File: config.mk
export PLATFORM = sky130hd
export DESIGN_NAME = led_breathing_palette_fader
export DESIGN_NICKNAME = d
export VERILOG_FILES = /design/src/design/lbpf_pkg.sv /design/src/design/led_breathing_palette_fader.sv /design/src/design/lbpf_cfg.sv /design/src/design/lbpf_mul.sv
export SDC_FILE = /design/constraint.sdc
export NUM_CORES = 1
export LEC_CHECK = 0
export BUFFER_PORTS_ARGS = -buffer_cell sky130_fd_sc_hd__buf_2
export CAP_MARGIN = 20
export CORE_UTILIZATION = 45
export DETAILED_ROUTE_END_ITERATION = 7
export GPL_ROUTABILITY_DRIVEN = 1
export GPL_TIMING_DRIVEN = 0
export PLACE_DENSITY = 0.62
export RECOVER_POWER = 25
export SYNTH_ARGS = -nofsm -noshare
export SYNTH_HDL_FRONTEND = slang
export SYNTH_SLANG_ARGS = --single-unit
export TNS_END_PERCENT = 30
File: constraint.sdc
create_clock -name clk -period 11 [get_ports clk]
set_input_delay 0.55 -clock clk [delete_from_list [all_inputs] [get_ports clk]]
set_output_delay 0.55 -clock clk [all_outputs]
set_load 0.02 [all_outputs]
File: src/design/lbpf_pkg.sv
// shared types, register indexes and constants of the breathing palette fader
// no dependencies
package lbpf_pkg;

  typedef logic [2:0][7:0] rgb_t;

  typedef struct packed {
    logic       en;
    logic [6:0] speed;
    logic [2:0] pal_size;
  } cfg_t;

  localparam int CFG_IDX_W = 3;
  localparam int COLOR_W   = 24;
  localparam int MUL_W     = 16;

  localparam logic [CFG_IDX_W-1:0] REG_SPEED  = 3'd0;
  localparam logic [CFG_IDX_W-1:0] REG_SIZE   = 3'd1;
  localparam logic [CFG_IDX_W-1:0] REG_COLOR0 = 3'd2;

  localparam logic [6:0]       SPEED_MAX  = 7'd100;
  localparam logic [6:0]       INTV_BASE  = 7'd100;
  localparam logic [MUL_W-1:0] RECIP_99   = 16'd662;
  localparam logic [MUL_W-1:0] RECIP_100  = 16'd5243;
  localparam logic [31:0]      COLOUR_MS  = 32'd50;

  // quotient of a 9-bit value by 100
  function automatic logic [2:0] div100(input logic [8:0] p);
    logic [2:0] q;
    if (p >= 9'd500) q = 3'd5;
    else if (p >= 9'd400) q = 3'd4;
    else if (p >= 9'd300) q = 3'd3;
    else if (p >= 9'd200) q = 3'd2;
    else if (p >= 9'd100) q = 3'd1;
    else q = 3'd0;
    return q;
  endfunction

  function automatic logic [9:0] times100(input logic [2:0] q);
    logic [9:0] v;
    case (q)
      3'd0: v = 10'd0;
      3'd1: v = 10'd100;
      3'd2: v = 10'd200;
      3'd3: v = 10'd300;
      3'd4: v = 10'd400;
      3'd5: v = 10'd500;
      3'd6: v = 10'd600;
      default: v = 10'd700;
    endcase
    return v;
  endfunction

endpackage

File: src/design/led_breathing_palette_fader.sv
// top level: sequencer of the breathing palette fader around one shared multiplier
// depends on lbpf_pkg, lbpf_cfg, lbpf_mul
// Each time word carries the current millisecond count. When the block is enabled
// (speed and palette size nonzero) and a brightness step is due, one color word
// is produced; otherwise the time word is consumed with no result. The single
// 16x16 multiplier serves the interval, blend weight, three blend products and
// three brightness products in turn; with one palette color the blend is skipped.
// in_stall is high while an item is being worked on. A finished result waits in
// the output register and does not hold up the next item until it must be
// replaced.
module led_breathing_palette_fader import lbpf_pkg::*; #(
  parameter int PALETTE_DEPTH = 4
) (
  input  logic                 clk,
  input  logic                 rst_n,
  input  logic                 in_valid,
  output logic                 in_stall,
  input  logic [31:0]          in_now_ms,
  output logic                 out_valid,
  input  logic                 out_stall,
  output logic [7:0]           out_red,
  output logic [7:0]           out_green,
  output logic [7:0]           out_blue,
  input  logic                 cfg_valid,
  output logic                 cfg_ready,
  input  logic [CFG_IDX_W-1:0] cfg_index,
  input  logic [COLOR_W-1:0]   cfg_data
);

  localparam int IDX_W = (PALETTE_DEPTH > 2) ? 2 : 1;

  typedef enum logic [3:0] {
    S_IDLE, S_IVL, S_CHK, S_COL, S_IDX, S_WGT, S_BMUL, S_BADD, S_SMUL, S_SACC, S_EMIT
  } st_t;

  cfg_t                     cfg;
  rgb_t [PALETTE_DEPTH-1:0] palette;
  logic [MUL_W-1:0]         op_a, op_b;
  logic [2*MUL_W-1:0]       prod;

  st_t         st_r, st_nxt;
  logic [31:0] now_r, now_nxt;
  logic [31:0] last_step_r, last_step_nxt;
  logic [31:0] last_col_r, last_col_nxt;
  logic [7:0]  level_r, level_nxt;
  logic        rising_r, rising_nxt;
  logic [8:0]  prog_r, prog_nxt;
  rgb_t        colour_r, colour_nxt;
  rgb_t        col_a_r, col_a_nxt;
  rgb_t        col_b_r, col_b_nxt;
  logic [8:0]  w1_r, w1_nxt;
  logic [1:0]  ch_r, ch_nxt;
  logic        out_valid_r, out_valid_nxt;
  rgb_t        out_r, out_nxt;

  logic [6:0]  spm1;
  logic [13:0] ivl_x;
  logic [6:0]  interval;
  logic [31:0] step_elapsed, col_elapsed;
  logic [8:0]  lvl_sum, prog_inc;
  logic [2:0]  q, i1, i2, t1;
  logic [6:0]  frac;
  logic [1:0]  sel;
  logic [7:0]  ch_a, ch_b, diff, part;

  lbpf_cfg #(.PALETTE_DEPTH(PALETTE_DEPTH)) u_cfg (
    .clk       (clk),
    .rst_n     (rst_n),
    .cfg_valid (cfg_valid),
    .cfg_ready (cfg_ready),
    .cfg_index (cfg_index),
    .cfg_data  (cfg_data),
    .cfg       (cfg),
    .palette   (palette)
  );

  lbpf_mul u_mul (
    .clk    (clk),
    .op_a   (op_a),
    .op_b   (op_b),
    .prod_r (prod)
  );

  assign in_stall  = (st_r != S_IDLE);
  assign out_valid = out_valid_r;
  assign out_red   = out_r[2];
  assign out_green = out_r[1];
  assign out_blue  = out_r[0];

  // (speed-1)*95 by shift and add
  assign spm1     = cfg.speed - 7'd1;
  assign ivl_x    = {1'b0, spm1, 6'b0} + {2'b0, spm1, 5'b0} - {7'b0, spm1};
  assign interval = INTV_BASE - prod[22:16];

  assign step_elapsed = now_r - last_step_r;
  assign col_elapsed  = now_r - last_col_r;
  assign lvl_sum      = {1'b0, level_r} + 9'd1;
  assign prog_inc     = prog_r + 9'd1;

  // palette slot and hundredths from progress
  always_comb begin
    q    = div100(prog_r);
    frac = 7'({1'b0, prog_r} - times100(q));
    t1   = (q >= cfg.pal_size) ? q - cfg.pal_size : q;
    i1   = (t1 >= cfg.pal_size) ? t1 - cfg.pal_size : t1;
    i2   = (i1 + 3'd1 == cfg.pal_size) ? 3'd0 : i1 + 3'd1;
  end

  assign sel  = 2'd2 - ch_r;
  assign ch_a = col_a_r[sel];
  assign ch_b = col_b_r[sel];
  assign diff = (ch_b > ch_a) ? ch_b - ch_a : ch_a - ch_b;
  assign part = prod[15:8];

  always_comb begin
    st_nxt        = st_r;
    now_nxt       = now_r;
    last_step_nxt = last_step_r;
    last_col_nxt  = last_col_r;
    level_nxt     = level_r;
    rising_nxt    = rising_r;
    prog_nxt      = prog_r;
    colour_nxt    = colour_r;
    col_a_nxt     = col_a_r;
    col_b_nxt     = col_b_r;
    w1_nxt        = w1_r;
    ch_nxt        = ch_r;
    out_nxt       = out_r;
    out_valid_nxt = out_valid_r & out_stall;
    op_a          = '0;
    op_b          = '0;

    unique case (st_r)
      S_IDLE: begin
        if (in_valid && cfg.en) begin
          now_nxt = in_now_ms;
          st_nxt  = S_IVL;
        end
      end
      S_IVL: begin
        op_a   = MUL_W'(ivl_x);
        op_b   = RECIP_99;
        st_nxt = S_CHK;
      end
      S_CHK: begin
        if (step_elapsed < {25'b0, interval}) begin
          st_nxt = S_IDLE;
        end else begin
          last_step_nxt = now_r;
          if (rising_r) begin
            if (lvl_sum >= 9'd255) begin
              level_nxt  = 8'd255;
              rising_nxt = 1'b0;
            end else begin
              level_nxt = lvl_sum[7:0];
            end
          end else if (level_r <= 8'd1) begin
            level_nxt  = 8'd0;
            rising_nxt = 1'b1;
          end else begin
            level_nxt = level_r - 8'd1;
          end
          ch_nxt = 2'd0;
          if (cfg.pal_size == 3'd1) begin
            colour_nxt = palette[0];
            st_nxt     = S_SMUL;
          end else begin
            st_nxt = S_COL;
          end
        end
      end
      S_COL: begin
        if (col_elapsed >= COLOUR_MS) begin
          last_col_nxt = now_r;
          prog_nxt     = ({1'b0, prog_inc} >= times100(cfg.pal_size)) ? 9'd0 : prog_inc;
        end
        st_nxt = S_IDX;
      end
      S_IDX: begin
        col_a_nxt = palette[i1[IDX_W-1:0]];
        col_b_nxt = palette[i2[IDX_W-1:0]];
        op_a      = {1'b0, frac, 8'b0} - {9'b0, frac};
        op_b      = RECIP_100;
        st_nxt    = S_WGT;
      end
      S_WGT: begin
        w1_nxt = {1'b0, prod[26:19]} + 9'd1;
        ch_nxt = 2'd0;
        st_nxt = S_BMUL;
      end
      S_BMUL: begin
        op_a   = MUL_W'(diff);
        op_b   = MUL_W'(w1_r);
        st_nxt = S_BADD;
      end
      S_BADD: begin
        colour_nxt[sel] = (ch_b > ch_a) ? ch_a + part : ch_a - part;
        if (ch_r == 2'd2) begin
          ch_nxt = 2'd0;
          st_nxt = S_SMUL;
        end else begin
          ch_nxt = ch_r + 2'd1;
          st_nxt = S_BMUL;
        end
      end
      S_SMUL: begin
        op_a   = MUL_W'(colour_r[sel]);
        op_b   = MUL_W'(lvl_sum);
        st_nxt = S_SACC;
      end
      S_SACC: begin
        colour_nxt[sel] = part;
        if (ch_r == 2'd2) begin
          st_nxt = S_EMIT;
        end else begin
          ch_nxt = ch_r + 2'd1;
          st_nxt = S_SMUL;
        end
      end
      S_EMIT: begin
        if (!out_valid_r || !out_stall) begin
          out_nxt       = colour_r;
          out_valid_nxt = 1'b1;
          st_nxt        = S_IDLE;
        end
      end
      default: st_nxt = S_IDLE;
    endcase
  end

  always_ff @(posedge clk) begin
    if (!rst_n) begin
      st_r        <= S_IDLE;
      last_step_r <= '0;
      last_col_r  <= '0;
      level_r     <= '0;
      rising_r    <= 1'b1;
      prog_r      <= '0;
      out_valid_r <= 1'b0;
    end else begin
      st_r        <= st_nxt;
      last_step_r <= last_step_nxt;
      last_col_r  <= last_col_nxt;
      level_r     <= level_nxt;
      rising_r    <= rising_nxt;
      prog_r      <= prog_nxt;
      out_valid_r <= out_valid_nxt;
    end
    now_r    <= now_nxt;
    colour_r <= colour_nxt;
    col_a_r  <= col_a_nxt;
    col_b_r  <= col_b_nxt;
    w1_r     <= w1_nxt;
    ch_r     <= ch_nxt;
    out_r    <= out_nxt;
  end

endmodule

File: src/design/lbpf_cfg.sv
// configuration registers: speed, palette size and palette colours
// depends on lbpf_pkg
module lbpf_cfg import lbpf_pkg::*; #(
  parameter int PALETTE_DEPTH = 4
) (
  input  logic                          clk,
  input  logic                          rst_n,
  input  logic                          cfg_valid,
  output logic                          cfg_ready,
  input  logic [CFG_IDX_W-1:0]          cfg_index,
  input  logic [COLOR_W-1:0]            cfg_data,
  output cfg_t                          cfg,
  output rgb_t [PALETTE_DEPTH-1:0]      palette
);

  logic [6:0]               speed_r;
  logic [2:0]               size_r;
  rgb_t [PALETTE_DEPTH-1:0] palette_r;
  logic                     wr;

  assign cfg_ready = 1'b1;
  assign wr        = cfg_valid & cfg_ready;

  always_ff @(posedge clk) begin
    if (!rst_n) begin
      speed_r   <= '0;
      size_r    <= '0;
      palette_r <= '0;
    end else if (wr) begin
      if (cfg_index == REG_SPEED) speed_r <= cfg_data[6:0];
      if (cfg_index == REG_SIZE) size_r <= cfg_data[2:0];
      for (int i = 0; i < PALETTE_DEPTH; i++) begin
        if (cfg_index == REG_COLOR0 + CFG_IDX_W'(i)) palette_r[i] <= cfg_data;
      end
    end
  end

  always_comb begin
    cfg.en       = (speed_r != '0) && (size_r != '0);
    cfg.speed    = (speed_r > SPEED_MAX) ? SPEED_MAX : speed_r;
    cfg.pal_size = (size_r > 3'(PALETTE_DEPTH)) ? 3'(PALETTE_DEPTH) : size_r;
  end

  assign palette = palette_r;

endmodule

File: src/design/lbpf_mul.sv
// shared multiplier with registered product
// depends on lbpf_pkg
module lbpf_mul import lbpf_pkg::*; (
  input  logic                 clk,
  input  logic [MUL_W-1:0]     op_a,
  input  logic [MUL_W-1:0]     op_b,
  output logic [2*MUL_W-1:0]   prod_r
);

  always_ff @(posedge clk) begin
    prod_r <= op_a * op_b;
  end

endmodule

==> impl_metrics.yaml, run 1 <==
global_routing:
  grt_overflow: 0
  antenna_found_initial: 3
  grt_pass1_vias: 23100
  grt_use_total: 0.261
  grt_first_pass_wirelength_um: 129000
  grt_max_degree: 58
die:
  fp.dieH_um: 251
  core_area_um2: 60700
  num_rows: 90
  io_pins: 91
  die_w_um: 251
  start_util: 0.458
  die-area_um2: 62800
logic_synthesis:
  yosysSeqAreaShare: 0.303
  syn-cell-area_um2: 27800
  synth.avg_cell_area_um2: 8.83
  async_flop_share: 0
  synthCells: 3150
  synth_top_flop_cell: "dfxtp_1"
  yosys_warnings: 0
  synth-edff-count: 139
  synth_seq_cells: 351
  synth_cell_types: 93
sta:
  skew_ns: 0.0356
  post-route-min-period_ns: 10.53
  rsz0062_at_grt: "false"
  worst_slack_ns: 0.474
  max-slew-margin-rel: 0.247
  hold_violations: 0
  setup_viol: 0
  worst_pin_slew_ns: 1.12
  maxSlewViolCount: 0
  finalCritPeriodShare: 0.957
  finalHoldWorstSlack_ns: 0.149
  fmax_ghz: 0.0950
final_layout:
  nets: 3743
  n_antenna_cell: 0
  stdcell_count: 4124
  layout_common_cells: "nand2_1 (536), inv_1 (379), a21oi_1 (234), ha_1 (223), dfxtp_1 (212)"
  layout-drive-gt1-share: 0.0841
  area_delta_synth_final_pct: 11.1
  fin_area_um2: 30900
  finish.utilization: 0.509
  final_common_cell: "nand2_1"
detailed_routing:
  route.met2.wl_um: 38800
  wl_um: 82600
  wirelength_met1_um: 36400
  num_vias: 23600
  dr_wl_met3_um: 5480
  final_antenna_net_count: 0
  dr.pass1.iters: 6
  viasPerCell: 5.73
  drc_errors: 0
  highest_layer: "met5"
  first_iter_violations: 2102
  wl_per_cell_um: 20.0
critical_path:
  cp_num_buf_inv: 10
  crit_family: "adder cells"
  critPathKind: "register to register"
  slowest_delay_ns: 0.56
  cp-end-kind: "register"
  cp_max_fo: 10
  cp.arrival_ns: 10.96
  worstPathRequired_ns: 11.44
  worstSetupStartpointType: "register"
  cp_slowest_cell: "fa_1"
placement:
  preCtsSetupSlack_ns: -1.52
  dpl_cell_area_um2: 29400
  place.gp.congestion: 0.908
  port_buffers: 89
  dp_hpwl_um: 65100
  dpl.cell_count: 4049
clocking:
  htree_num_levels: 2
  clk_pin_slew_worst_paths_ns: 0.06
  cts_buffers: 40
  cts_max_path_buffers: 3
  cts.sinks: 351
  cts_tree: "built"
  cts-root-buf: "clkbuf_16"
  clkLatencyLatePin_ns: 0.59
min_path:
  hp-class: "primary input to register"
outcome:
  status: "complete, no violations"
flow_run:
  maxCapViolCount: 0
power:
  powerDensity_nw_per_um2: 178
  power_leakage_nw: 13.4
  peakVddDrop_mv: 0.167
what timing repair did:
action	CTS	global route
gates cloned	0	0
endpoints found under the setup margin	17	12
hold buffers	0	0
pin swaps	0	1
setup buffers	0	4
resized for setup	15	12
state kept, by name, summed over array words and instances (netlist names), 19 cells and up:
signal / cells
col_a_r: 24
col_b_r: 24
colour_r: 24
last_col_r: 32
last_step_r: 32
now_r: 32
u_cfg.palette: 96
u_mul.prod_r: 19
path summary, 6_finish.rpt:
kind	startpoint	endpoint	slack, ns	cells past startpoint
worst min register to register	last_step_r[22]	last_step_r[22]	0.46	2
worst max-delay path	ch_r[0]	u_mul.prod_r[21]	0.47	41
worst min-delay path	in_now_ms[10]	now_r[10]	0.15	1
worst max register to register	ch_r[0]	u_mul.prod_r[21]	0.47	41
metrics by stage:
stage	TNS (ns)	total power (W)
4_1_cts	0	0.00549
3_5_place_dp	-16.82	0.00404
2_1_floorplan	0	0.00337
5_1_grt	0	0.00586
6_report	0	0.00550
3_3_place_gp	-13.33	0.00401
worst register-to-register path: cells and delay by family, from the launching register on:
family	cells	cell delay (ns)
adders and majority gates	9	3.79
AOI/OAI and AO/OA	14	3.32
buffers and inverters	10	1.47
and+or+nand+nor	7	1.19
DFF	1	0.41
xor gates and xnor gates	1	0.17
where the power goes:
group	switching, W	internal, W
clock	0.000579	0.000841
sequential	0.0000743	0.00146
combinational	0.00155	0.000994
cells in the mapped netlist, types with 6 or more instances:
cell type    n  area, µm²
inv_1      379       1420
nand3_1     60        300
o21bai_1     9       67.6
ha_1       223       2790
dfxtp_1    212       4240
and3_1      12       75.1
o2111ai_1   10       87.6
o221a_2     25        282
o21ai_0     84        420
a211oi_1    18        135
nor2b_1     30        188
xnor2_1     71        622
nor3_1      58        290
mux2i_1    148       1480
a2111oi_0    9       78.8
nand2_1    536       2010
fa_1       146       2920
edfxtp_1   139       4170
mux4_2      24        541
o221ai_1    14        123
a221o_1      9       90.1
a21boi_0     6       45.0
a21oi_1    238       1190
a22oi_1     18        135
o211ai_1    16        120
o31ai_1     17        128
xor2_1      42        368
mux2_2       6       67.6
o22ai_1     12       75.1
a31oi_1     11       68.8
clkbuf_1    99        372
a21o_1      34        255
or3_1       13       81.3
nand2b_1    28        175
o21a_1      20        150
nand4_1     25        156
nor4_1      10       62.6
and2_1      31        194
nor2_1     173        649
buf_2       14       70.1
o21ai_1      9       45.0
area by class of cell:
class                           count  area [µm²]
Inverter                          379        1420
Multi-Input combinational cell   2309       17500
Timing Repair Buffer              101         547
Buffer                            128         636
Clock inverter                     19         236
Tap cell                          782         978
Fill cell                        5665       29800
Clock buffer                       55        1160
Sequential cell                   351        8420
metal layers:
layer	vias up	global-route usage
li1	11100	-
met1	11600	0.358
met2	843	0.434
met3	133	0.0304
met4	4	0.0703
met5	-	0
logic make-up after synthesis:
family | count (synthesis) | share of synthesized area
simple gates | 1008 | 0.160
compound gates | 619 | 0.147
buf+inv | 510 | 0.0740
fa+ha+maj | 369 | 0.205
flops | 351 | 0.303
mux | 178 | 0.0751
xor+xnor | 113 | 0.0356
other cells | 2 | 0.000270
Power figures use the tool's default switching activity.
==> inputs of run 2 (changes only) <==
--- a/config.mk
+++ b/config.mk
@@ -7,13 +7,16 @@
 export LEC_CHECK = 0
 export BUFFER_PORTS_ARGS = -buffer_cell sky130_fd_sc_hd__buf_2
 export CAP_MARGIN = 20
+export CELL_PAD_IN_SITES_DETAIL_PLACEMENT = 1
+export CELL_PAD_IN_SITES_GLOBAL_PLACEMENT = 1
 export CORE_UTILIZATION = 45
 export DETAILED_ROUTE_END_ITERATION = 7
 export GPL_ROUTABILITY_DRIVEN = 1
 export GPL_TIMING_DRIVEN = 0
-export PLACE_DENSITY = 0.62
+export PLACE_DENSITY = 0.76
 export RECOVER_POWER = 25
 export SYNTH_ARGS = -nofsm -noshare
 export SYNTH_HDL_FRONTEND = slang
+export SYNTH_HIERARCHICAL = 1
 export SYNTH_SLANG_ARGS = --single-unit
 export TNS_END_PERCENT = 30
==> run 2 against run 1 <==
Non-clock buffer count increased by 49. First-iteration DRC count down 13%. Sequential power about the same. Clock skew up 0.029 ns. Design area up 10%. Area after synthesis increased by 9.9%. Largest cell class unchanged. Final cell count up 9.2%. Sequential share of layout area shrank 2.5 points. Core utilization shrank 0.24 points. Sequential cell count stayed put. Clock power hardly changed.
==> impl_metrics.yaml, run 2 <==
outcome:
  status: "complete, no violations"
die:
  fp.dieH_um: 263
  start_util: 0.455
  core_area_um2: 67200
  die-area_um2: 69000
  num_rows: 95
  die_w_um: 263
  io_pins: 91
min_path:
  hp-class: "primary input to register"
  hold_depth: 1
critical_path:
  r2r_setup_slack_ns: 0.47
  timing.rr.start: "ch_r[0]"
  worstPathRequired_ns: 11.52
  crit_family: "adder cells"
  critPathCapture: "u_mul/prod_r[25]"
  cp.arrival_ns: 11.05
  cp_num_buf_inv: 12
  cp-end-kind: "register"
  cp_slowest_cell: "fa_1"
  crit_start: "ch_r[0]"
  r2r_end: "u_mul/prod_r[25]"
  cp.depth: 42
  critPathKind: "register to register"
  worstSetupStartpointType: "register"
  slowest_delay_ns: 0.56
  rr_worst_depth: 42
  cp_max_fo: 10
detailed_routing:
  num_vias: 25900
  highest_layer: "met5"
  viasPerCell: 5.75
  first_iter_violations: 1839
  final_antenna_net_count: 0
  wirelength_met1_um: 45600
  route.met2.wl_um: 46500
  dr.pass1.iters: 6
  dr_wl_met3_um: 4610
  wl_per_cell_um: 22.1
  drc_errors: 0
  wl_um: 99600
final_layout:
  layout-drive-gt1-share: 0.0881
  largest_register_ffs: 96
  nets: 4093
  n_antenna_cell: 0
  area_delta_synth_final_pct: 11.3
  final_common_cell: "nand2_1"
  layout_common_cells: "nand2_1 (492), inv_1 (380), ha_1 (228), dfxtp_1 (212), mux2i_1 (200)"
power:
  peakVddDrop_mv: 0.110
  p_total_w: 0.00498
  power_leakage_nw: 15.0
  powerDensity_nw_per_um2: 146
clocking:
  clk_pin_slew_worst_paths_ns: 0.07
  cts-root-buf: "clkbuf_16"
  htree_num_levels: 2
  cts_max_path_buffers: 3
  cts_buffers: 42
  cts.sinks: 351
  clkLatencyLatePin_ns: 0.61
  cts_tree: "built"
sta:
  maxSlewViolCount: 0
  hold_violations: 0
  max-slew-margin-rel: 0.273
  finalHoldWorstSlack_ns: 0.114
  fmax_ghz: 0.0950
  setup_viol: 0
  worst_pin_slew_ns: 1.08
  finalCritPeriodShare: 0.957
  rsz0062_at_grt: "false"
  post-route-min-period_ns: 10.53
  skew_ns: 0.0651
  worst_slack_ns: 0.472
logic_synthesis:
  syn-cell-area_um2: 30600
  synth.avg_cell_area_um2: 8.94
  yosys_warnings: 6
  synthCells: 3417
placement:
  port_buffers: 88
  dp_hpwl_um: 79300
  preCtsSetupSlack_ns: -2.94
  place.gp.congestion: 0.918
global_routing:
  grt_use_total: 0.291
  grt_max_degree: 50
  antenna_found_initial: 4
  grt_overflow: 0
  grt_pass1_vias: 27300
  grt_first_pass_wirelength_um: 158000
flow_run:
  maxCapViolCount: 0
[run 2: metrics by stage]
step,cell area (µm²),TNS [ns],utilization,std cells
finish,34000,0,0.507,4505
global route,34000,0,0.507,4505
CTS,33900,0,0.505,4494
detailed placement,32400,-45.96,0.482,4417
global placement,32200,-57.41,0.479,4406
floorplan,30700,0,-,3445
[run 2: area by class of cell]
| cell class | count | area, µm² |
|---|---|---|
| Sequential cell | 351 | 8420 |
| Clock buffer | 57 | 1190 |
| Tap cell | 873 | 1090 |
| Buffer | 165 | 732 |
| Multi-Input combinational cell | 2546 | 20300 |
| Clock inverter | 19 | 208 |
| Timing Repair Buffer | 113 | 667 |
| Fill cell | 7895 | 33100 |
| Inverter | 381 | 1430 |
[run 2: report_power, final]
| group | leakage, nW | internal, W | switching [W] |
|---|---|---|---|
| Combinational | 11.3 | 0.000771 | 0.00128 |
| Sequential | 2.98 | 0.00143 | 0.0000715 |
| Clock | 0.695 | 0.000804 | 0.000623 |
[run 2: metal layers]
layer  up-vias  track usage
met5         -            0
met4         6       0.0863
met3       163       0.0329
met2       622        0.479
met1     13100        0.401
li1      12100            -
[run 2: repair_timing]
item                       CTS  global route
setup buffers                2            10
resized for setup           37            28
setup endpoints to repair   19            15
pin swaps                    1             5
hold buffers                 0             0
[run 2: how the worst min path moves through the flow]
stage / from / endpoint / slack (ns)
after floorplan: colour_r[21] / out_red[5] / 0.44
after global placement: u_cfg/size_r[0] / u_cfg/size_r[0] / 0.46
after detailed placement: colour_r[22] / out_red[6] / 0.46
after CTS: in_now_ms[21] / now_r[21] / 0.09
after global routing: in_now_ms[21] / now_r[21] / 0.1
final: in_now_ms[23] / now_r[23] / 0.11
[run 2: worst reg2reg max path: cells and delay by family (launching register included)]
kind	cells	cell delay, ns
flip-flops	1	0.45
AND/OR/NAND/NOR	7	1.30
AO/OA/AOI/OAI	12	2.53
XOR/XNOR	2	0.31
buffers and inverters	12	1.71
adder cells (fa/ha/maj)	9	4.17
